--- config.mk ---
export PLATFORM = sky130hd
export DESIGN_NAME = lfsp_ctrl
export DESIGN_NICKNAME = d
export VERILOG_FILES = /design/src/hw/rtl/lfsp_pkg.sv /design/src/hw/rtl/lfsp_ctrl.sv
export SDC_FILE = /design/constraint.sdc
export NUM_CORES = 1
export LEC_CHECK = 0
export BUFFER_PORTS_ARGS = -buffer_cell sky130_fd_sc_hd__clkbuf_2
export CORE_AREA = 2 2 39 41
export DETAILED_ROUTE_END_ITERATION = 12
export DIE_AREA = 0 0 41 43
export MAX_ROUTING_LAYER = met4
export PLACE_DENSITY_LB_ADDON = 0.3
export SLEW_MARGIN = 10
export SYNTH_ARGS = -nofsm -noshare
export SYNTH_HDL_FRONTEND = slang
export SYNTH_SLANG_ARGS = --single-unit
--- constraint.sdc ---
create_clock -name clk -period 1.55 [get_ports clk]
set_input_delay 0.0775 -clock clk [delete_from_list [all_inputs] [get_ports clk]]
set_output_delay 0.0775 -clock clk [all_outputs]
set_load 0.05 [all_outputs]
--- src/hw/rtl/lfsp_pkg.sv ---
// Shared types and constants for the LED frame sequence player.
// Used by lfsp_ctrl, lfsp_datapath and led_frame_sequence_player_core.
// No dependencies.
package lfsp_pkg;

  // Default sizes handed to the top level parameters
  localparam int DEF_PIXEL_COUNT = 32;
  localparam int DEF_FRAME_LIMIT = 1024;

  // Field widths fixed by the word formats
  localparam int OP_W       = 2;
  localparam int FNUM_W     = 10;
  localparam int PIX_W      = 5;
  localparam int BYTE_W     = 8;
  localparam int TIME_W     = 32;
  localparam int FRM_W      = 11;   // current frame / frame count
  localparam int PERIOD_W   = 20;
  localparam int IN_DATA_W  = 56;
  localparam int OUT_DATA_W = 24;

  // Config port
  localparam int CFG_ADDR_W = 3;
  localparam int CFG_DATA_W = 32;
  localparam logic REG_FRAME_COUNT  = 1'b0;
  localparam logic REG_FRAME_PERIOD = 1'b1;
  localparam logic [PERIOD_W-1:0] PERIOD_RESET = 20'd33333;

  typedef enum logic [OP_W-1:0] {
    OP_WRITE = 2'd0,
    OP_PLAY  = 2'd1,
    OP_STOP  = 2'd2,
    OP_TIME  = 2'd3
  } op_t;

  // Controller -> datapath
  typedef struct packed {
    logic load;       // latch accepted word
    logic mem_write;  // store byte of latched word
    logic play;       // restart at frame 0
    logic halt;       // stop playback, all-off update
    logic step;       // current frame + 1
    logic ref_add;    // reference += period
    logic ref_sync;   // reference = now
    logic emit;       // stream pixels of the update
  } dp_cmd_t;

  // Datapath -> controller
  typedef struct packed {
    op_t  op;
    logic loaded_zero;
    logic playing;
    logic due;
    logic at_end;
    logic behind;
    logic issue_last;
  } dp_status_t;

endpackage

--- src/hw/rtl/lfsp_ctrl.sv ---
// Sequencing state machine of the LED frame sequence player.
// Depends on lfsp_pkg; drives lfsp_datapath through dp_cmd_t.
module lfsp_ctrl (
  input  logic                clk,
  input  logic                rst_n,
  input  logic                in_tvalid,
  output logic                in_tready,
  input  lfsp_pkg::dp_status_t status,
  output lfsp_pkg::dp_cmd_t    cmd
);

  typedef enum logic [2:0] {
    S_IDLE,
    S_DISPATCH,
    S_CHECK,
    S_RESYNC,
    S_EMIT
  } state_t;

  state_t state_r, state_nxt;

  always_comb begin
    cmd       = '0;
    state_nxt = state_r;
    in_tready = 1'b0;
    case (state_r)
      S_IDLE: begin
        in_tready = 1'b1;
        cmd.load  = in_tvalid;
        if (in_tvalid) begin
          state_nxt = S_DISPATCH;
        end
      end
      S_DISPATCH: begin
        case (status.op)
          lfsp_pkg::OP_WRITE: begin
            cmd.mem_write = 1'b1;
            state_nxt     = S_IDLE;
          end
          lfsp_pkg::OP_PLAY: begin
            if (status.loaded_zero) begin
              state_nxt = S_IDLE;
            end else begin
              cmd.play  = 1'b1;
              state_nxt = S_EMIT;
            end
          end
          lfsp_pkg::OP_STOP: begin
            cmd.halt  = 1'b1;
            state_nxt = S_EMIT;
          end
          lfsp_pkg::OP_TIME: begin
            if (status.playing && status.due) begin
              cmd.step  = 1'b1;
              state_nxt = S_CHECK;
            end else begin
              state_nxt = S_IDLE;
            end
          end
          default: state_nxt = S_IDLE;
        endcase
      end
      S_CHECK: begin
        if (status.at_end) begin
          cmd.halt = 1'b1;
        end else begin
          cmd.ref_add = 1'b1;
        end
        state_nxt = status.at_end ? S_EMIT : S_RESYNC;
      end
      S_RESYNC: begin
        cmd.ref_sync = status.behind;
        state_nxt    = S_EMIT;
      end
      S_EMIT: begin
        cmd.emit = 1'b1;
        if (status.issue_last) begin
          state_nxt = S_IDLE;
        end
      end
      default: state_nxt = S_IDLE;
    endcase
  end

  always_ff @(posedge clk) begin
    if (!rst_n) begin
      state_r <= S_IDLE;
    end else begin
      state_r <= state_nxt;
    end
  end

endmodule

==> After elaboration in Yosys (flattened, before gate mapping) <==
Cells that the tools add are included.
{ "classes": {"n_shift": 0, "magnitude_cmp": 0, "n_mux": 23, "eq_ne": 9, "n_bitwise": 0, "n_mul": 0, "n_addsub": 0, "div_mod_pow": 0, "n_reduce_logical": 4} }
{ "op_table": {"columns": ["cell", "n"], "rows": [
  ["$pmux 3 s5", 1],
  ["$mux 1", 14],
  ["$mux 3", 4],
  ["$pmux 3 s4", 1],
  ["$eq 3x2->1 const B", 2],
  ["$eq 2x2->1 const B", 2],
  ["$mux 2", 2],
  ["$ne 2x2->1 const B", 2],
  ["$eq 3x1->1 const B", 1],
  ["$eq 3x3->1 const B", 1],
  ["$logic_not 3->1", 1],
  ["$eq 2x1->1 const B", 1],
  ["$logic_not 2->1", 1],
  ["$pmux 1 s2", 1],
  ["$reduce_and 2->1", 1],
  ["$logic_and 1x1->1", 1]
]} }
{ "word_totals": {"memories": 0, "word_cells": 37, "ram_bits": 0, "in_bits": 11, "latchBits": 0, "reg_bits": 3, "output_inout_bits": 9, "romBits": 0} }

==> Depth between registers and ports, before layout <==
Gate-level depths: netlist of the first run.
{ "logic_depth": {"ltp_word": 4, "mapped_depth": 3, "ltp_nobuf": 3} }

==> Least setup slack after synthesis of the first run <==
No wires, ideal clock.
{ "synth_path": {"path_kind": "register to register", "startpoint": "register state_r[0]", "endpoint": "register state_r[0]", "path_stages_with_launch": 4, "slack_ns": -0.737, "path_buffers": 0, "arrival_time_ns": 2.225, "setup_ns": 0.062, "path_cell_list": "dfxtp_1 nor3_1 and2_1 o21a_1"} }
{ "synth_via": {"elab_chain_cells": 3} }
{ "synth_rtl": {"columns": ["item", "line_no", "source"], "rows": [
  ["start: declaration", "lfsp_ctrl.sv:20", "state_t state_r, state_nxt;"],
  ["start signal: assignment", "lfsp_ctrl.sv:89", "state_r <= state_nxt;"],
  ["$eq 3x3->1 or $logic_not 3->1 (tied branches)", "lfsp_ctrl.sv:26", "case (state_r)"],
  ["$ne 2x2->1 (no source line)", null, null],
  ["$reduce_and 2->1 (no source line)", null, null]
]} }
Several ways; a longest one is shown, not always the timed one.
A chain may end at the register's enable or synchronous reset.

==> reports/results.txt, run 1 <==
Outcome: complete, no violations
Area growth, synth to finish: 97.55%
Fmax achieved: 0.6699 GHz
Starting Density: 0.1474
Initial DRC count: 0
Delay-heaviest family, CP: buffers and inverters
Post-synth top area cell: dfxtp_1
MaxCap Viol Count: 0
Crit start category: register
Number of synthesized register bits: 3
Routed wire per std cell: 10.21 um
GRT overflow: 0
Clock buffer depth: 2
Core ar.: 1384 um2
First-pass DRT Iterations: 1
Skew final: 0.001010 ns
Yosys top cell area share: 0.2945
Post-CTS Hold Buffers: 0
Final Setup Violations: 0
Routed Wire Length: 633 um
Fill cells: 163
Vias in the first global route: 238
Min-Delay Path Class: input pin to register
Measured slew at the worst slew-check pin: 0.3104 ns
Net Count, Synth: 33
Vias per inst: 4.242
Syn_area_per_cell: 9.270 um2
WP buf/inv: 2
Slew margin rel.: 0.7928
Final worst path period need: 1.493 ns
Distinct cell type count after synthesis: 16
Initial antenna violation count: 0
N_diodes: 0
Total track usage: 0.08522
IO Count: 20
Slowest cell on crit path: dfxtp_1
CP Class: register to output pin
Clock transition at path regs: 0.04 ns
Synth Instances: 22
GPL Wtd Cong: 0.5890
Top flop regs: state_r: 3 flops
Via count: 263
Commonest cells after routing, fill and taps aside: clkbuf_2, clkbuf_4
Worst hold slack: 0.09646 ns
TritonCTS clock tree: built
Antenna Nets Post-Route: 0
Max H-tree Level: 1
Width of the die: 41 um
Fin. max-slew vios: 0
DIE HEIGHT: 43 um
Leakage: 0.0001762 uW
Fin crit share: 0.9630
Cts bufs inserted: 3
Pre-CTS WS: 0.1993 ns
Peak VDD IR: 283.2 uV
Critical Path End Type: output pin
CP arrival: 1.42 ns
Post-cts sizing count: 1
Post-CTS setup buffers: 0
HPWL Detailed: 524.9 um
CP Data Required Time: 1.47 ns
Seq/Total Area, Yosys: 0.2945
Final worst setup slack: 0.05733 ns
Most common cell after layout, fill and taps aside: clkbuf_2
Crit path cell chain: buf_4 > nor4b_4 > clkbuf_2
First-pass GRT wire length: 959 um
PD cells: 736.6 nW/um2
RSZ-0062 raised after global routing: false
Buffers on Ports: 19
Num Clock Sinks: 3
CP max FO: 6
Max reg flops: 3
Clk_lat worst skew: 0.23 ns
Share of cells above drive strength 1: 0.6957
Remaining DRCs: 0
Most flop-heavy register: state_r
Pin count of the biggest net entering global routing: 9
Synth warn: 0
Fin. Hold Viols: 0
Max stage delay on crit path: 0.36 ns
Area contributors post-synth: dfxtp_1, nand4bb_1, nor4b_2
# rows: 14
Mapped Area: 203.9 um2
Total die area: 1763 um2
Root buffer cell: clkbuf_4
Nets: 58
-- cells by family after synthesis --
| logic type | after synthesis | share of synthesized area |
|---|---|---|
| flip-flops | 3 | 0.2945 |
| AND/OR/NAND/NOR | 15 | 0.5522 |
| AO/OA/AOI/OAI | 4 | 0.1533 |
-- path summary, 6_finish.rpt --
check                   from    endpoint  slack (ns)  cells past startpoint
hold reg to reg   state_r[2]  state_r[2]        0.71                      2
hold / removal         rst_n  state_r[0]         0.1                      2
setup reg to reg  state_r[1]  state_r[2]        0.21                      3
setup / recovery  state_r[2]      cmd[2]        0.06                      3
-- report_power, final --
part           switching [uW]  leakage [uW]  internal [uW]
registers                7.36     0.0000248           80.9
clock network            38.7     0.0000150           96.4
logic                    47.4      0.000136           26.0
total                    93.4      0.000176            203
-- Yosys cell counts (all sizes together) --
cell type and n:
nand3b 1, nor2b 1, nor3b 1, nand4bb 2, and2 2, o21a 2
nor4b 1, nor3 2, nor2 1, a21oi 1, dfxtp 3, o41a 1
nand3 1, nor4 1, nand2b 1, and3b 1
-- metal layers --
layer / vias up / GRT usage / part of all wire
li1: 136 / - / -
met1: 114 / 0.1054 / 0.43
met2: 13 / 0.1094 / 0.46
met3: 0 / 0.01571 / 0.11
met4: 0 / 0.08000 / 0
met5: - / - / 0
-- area by class of cell --
cell class | instances | area [um2] | area share
Timing Repair Buffer | 20 | 102.6 | 0.2547
Multi-Input combinational cell | 19 | 192.7 | 0.4783
Clock buffer | 4 | 26.28 | 0.06522
Sequential cell | 3 | 61.31 | 0.1522
Tap cell | 16 | 20.02 | 0.04969
-- stage by stage --
step	utilization	area [um2]	total power, uW	cells	setup TNS, ns
after detailed placement	0.2712	375.4	163.2	58	0
after global placement	0.2712	375.4	162.7	58	0
after floorplan	-	252.7	133.8	22	-0.1443
final	0.2911	402.9	296.8	62	0
after CTS	0.2911	402.9	305.2	62	0
after global routing	0.2911	402.9	309.4	62	0
Power figures use the tool's default switching activity.
==> run 2, diff against run 1 <==
--- a/config.mk
+++ b/config.mk
@@ -5,7 +5,7 @@
 export SDC_FILE = /design/constraint.sdc
 export NUM_CORES = 1
 export LEC_CHECK = 0
-export BUFFER_PORTS_ARGS = -buffer_cell sky130_fd_sc_hd__clkbuf_2
+export BUFFER_PORTS_ARGS = -buffer_cell sky130_fd_sc_hd__buf_2
 export CORE_AREA = 2 2 39 41
 export DETAILED_ROUTE_END_ITERATION = 12
 export DIE_AREA = 0 0 41 43
==> run 2 against run 1 <==
- routed wire length decreased by 1.4%
- sequential power about the same
- critical endpoint is now cmd[3]
- highest routed layer unchanged
- critical path type unchanged
- count of clock-buffer cells in the layout is the same
- largest cell class unchanged
- die area unchanged
==> reports/results.txt, run 2 (synthesis gave the netlist of run 1 again) <==
Total power draw: 295.3 uW (-0.47%)
CP max FO: 8 (+2)
First-pass DRT Iterations: 2 (+1)
CP Class: register to output pin
Critical Path End Type: output pin
Final Util: 0.2929 (+0.001809)
Share of cells above drive strength 1: 0.6957 (unchanged)
Commonest cells after routing, fill and taps aside: buf_2, clkbuf_4
Core ar.: 1384 um2 (unchanged)
GPL Wtd Cong: 0.5706 (-3.1%)
Final Setup Violations: 0 (unchanged)
Area of the multi-input gates: 192.7 um2 (unchanged)
Area growth, synth to finish: 98.77%
Dpl cells: 58 (unchanged)
TritonCTS clock tree: built
Width of the die: 41 um (unchanged)
Post-CTS Hold Buffers: 0 (unchanged)
CP Data Required Time: 1.47 ns (about the same)
HPWL Detailed: 519.2 um (-1.1%)
Routed Wire Length: 624 um (-1.4%)
MaxCap Viol Count: 0 (unchanged)
Pin count of the biggest net entering global routing: 9 (unchanged)
Via count: 266 (+1.1%)
CP arrival: 1.38 ns (-0.04 ns)
Most flop-heavy register: state_r
Max Used Layer: met3
Antenna Nets Post-Route: 0 (unchanged)
Total track usage: 0.08669 (+0.001472)
Max reg flops: 3 (unchanged)
Min-Delay Path Class: input pin to register
Buffers on Ports: 19 (unchanged)
# rows: 14 (unchanged)
N_diodes: 0 (unchanged)
Post-CTS setup buffers: 0 (unchanged)
Root buffer cell: clkbuf_4
Final worst path period need: 1.457 ns (-0.03555 ns)
Crit start category: register
Fmax achieved: 0.6863 GHz (+2.4%)
RSZ-0062 raised after global routing: false
Max H-tree Level: 1 (unchanged)
Num Clock Sinks: 3 (unchanged)
Remaining DRCs: 0 (unchanged)
First-pass GRT wire length: 972 um (+1.4%)
Most common cell after layout, fill and taps aside: buf_2
Top flop regs: state_r: 3 flops
DIE HEIGHT: 43 um (unchanged)
Metal-1 WL: 289 um (+5.9%)
Peak VDD IR: 371.3 uV (+31%)
Max stage delay on crit path: 0.39 ns (+0.03 ns)
Routed wire per std cell: 10.06 um (-1.4%)
GRT overflow: 0 (unchanged)
Vias per inst: 4.290 (+1.1%)
Initial DRC count: 1 (+1)
Skew final: 0.002682 ns (+0.001672 ns)
Clock buffer depth: 2 (unchanged)
Slew margin rel.: 0.7901 (-0.002684)
Clock transition at path regs: 0.03 ns (about the same)
Total die area: 1763 um2 (unchanged)
Clk_lat worst skew: 0.23 ns (about the same)
IO Count: 20 (unchanged)
Cts bufs inserted: 3 (unchanged)
Initial antenna violation count: 0 (unchanged)
Slowest cell on crit path: dfxtp_1
Vias in the first global route: 231 (-2.9%)
Routed length on met3: 56 um (-16%)
PD cells: 728.6 nW/um2 (-1.1%)
Non-Filler Instances: 62 (unchanged)
Measured slew at the worst slew-check pin: 0.3144 ns (+0.004021 ns)
Fin. Hold Viols: 0 (unchanged)
Nets: 58 (unchanged)
Crit path cell chain: nand4bb_1 > nor2_2 > buf_2
Worst hold slack: 0.09609 ns (-0.0003683 ns)
Storage cell area: 61.31 um2 (unchanged)
Leakage: 0.0001788 uW (+1.5%)
Wire length on met2: 278 um (-5.1%)
Outcome: complete, no violations
Fin crit share: 0.9401 (-0.02294)
Starting Density: 0.1474 (unchanged)
Fin. max-slew vios: 0 (unchanged)
Fill cells: 154 (-5.5%)
-- run 2: cell types whose count changed in the layout (fill, tap and decap cells not counted), sizes merged --
cell	before	now
buf	1	19
clkbuf	23	5
-- run 2: path summary, 6_finish.rpt --
| check | from | endpoint | slack (ns) | cells after the start |
|---|---|---|---|---|
| worst max-delay path | state_r[1] | cmd[3] | 0.09 | 3 |
| worst min-delay path | rst_n | state_r[0] | 0.1 | 2 |
| worst max register to register | state_r[1] | state_r[2] | 0.22 | 3 |
| worst min register to register | state_r[2] | state_r[2] | 0.69 | 2 |
-- run 2: through the flow --
step / cell area, um2 / worst slack, ns / setup TNS [ns]
after floorplan: 252.7 / -0.08111 / -0.1443
after global placement: 375.4 / 0.2281 / 0
after detailed placement: 375.4 / 0.2142 / 0
after CTS: 402.9 / 0.07387 / 0
after global routing: 405.4 / 0.009808 / 0
final: 405.4 / 0.09289 / 0
-- run 2: metal layers --
metal	track usage	vias to the layer above
met2	0.1063	13
met5	-	-
met3	0.04712	0
met4	0.06000	0
li1	-	137
met1	0.1039	116
-- run 2: what timing repair did --
item / 4_1_cts / 5_1_grt
endpoints found under the setup margin: 2 / 1
gates resized for setup: 1 / 1
cloned: 0 / 0
-- run 2: final cells by class --
class | count | area share
well taps | 16 | 0.04938
multi-input cells | 19 | 0.4753
flip-flops and latches | 3 | 0.1512
clock buffers | 4 | 0.06481
repair buffers | 20 | 0.2593
-- run 2: power by group --
part | switching, uW | total, uW | leakage [uW] | internal [uW]
clock | 37.8 | 134 | 0.0000150 | 96.3
combinational | 46.7 | 73.2 | 0.000139 | 26.5
sequential | 7.14 | 88.1 | 0.0000248 | 80.9
-- run 2: worst max-delay path: cells and delay by family (launching register included) --
kind                   cells  cell delay (ns)
buffers and inverters      1             0.28
and+or+nand+nor            2             0.48
DFF                        1             0.39
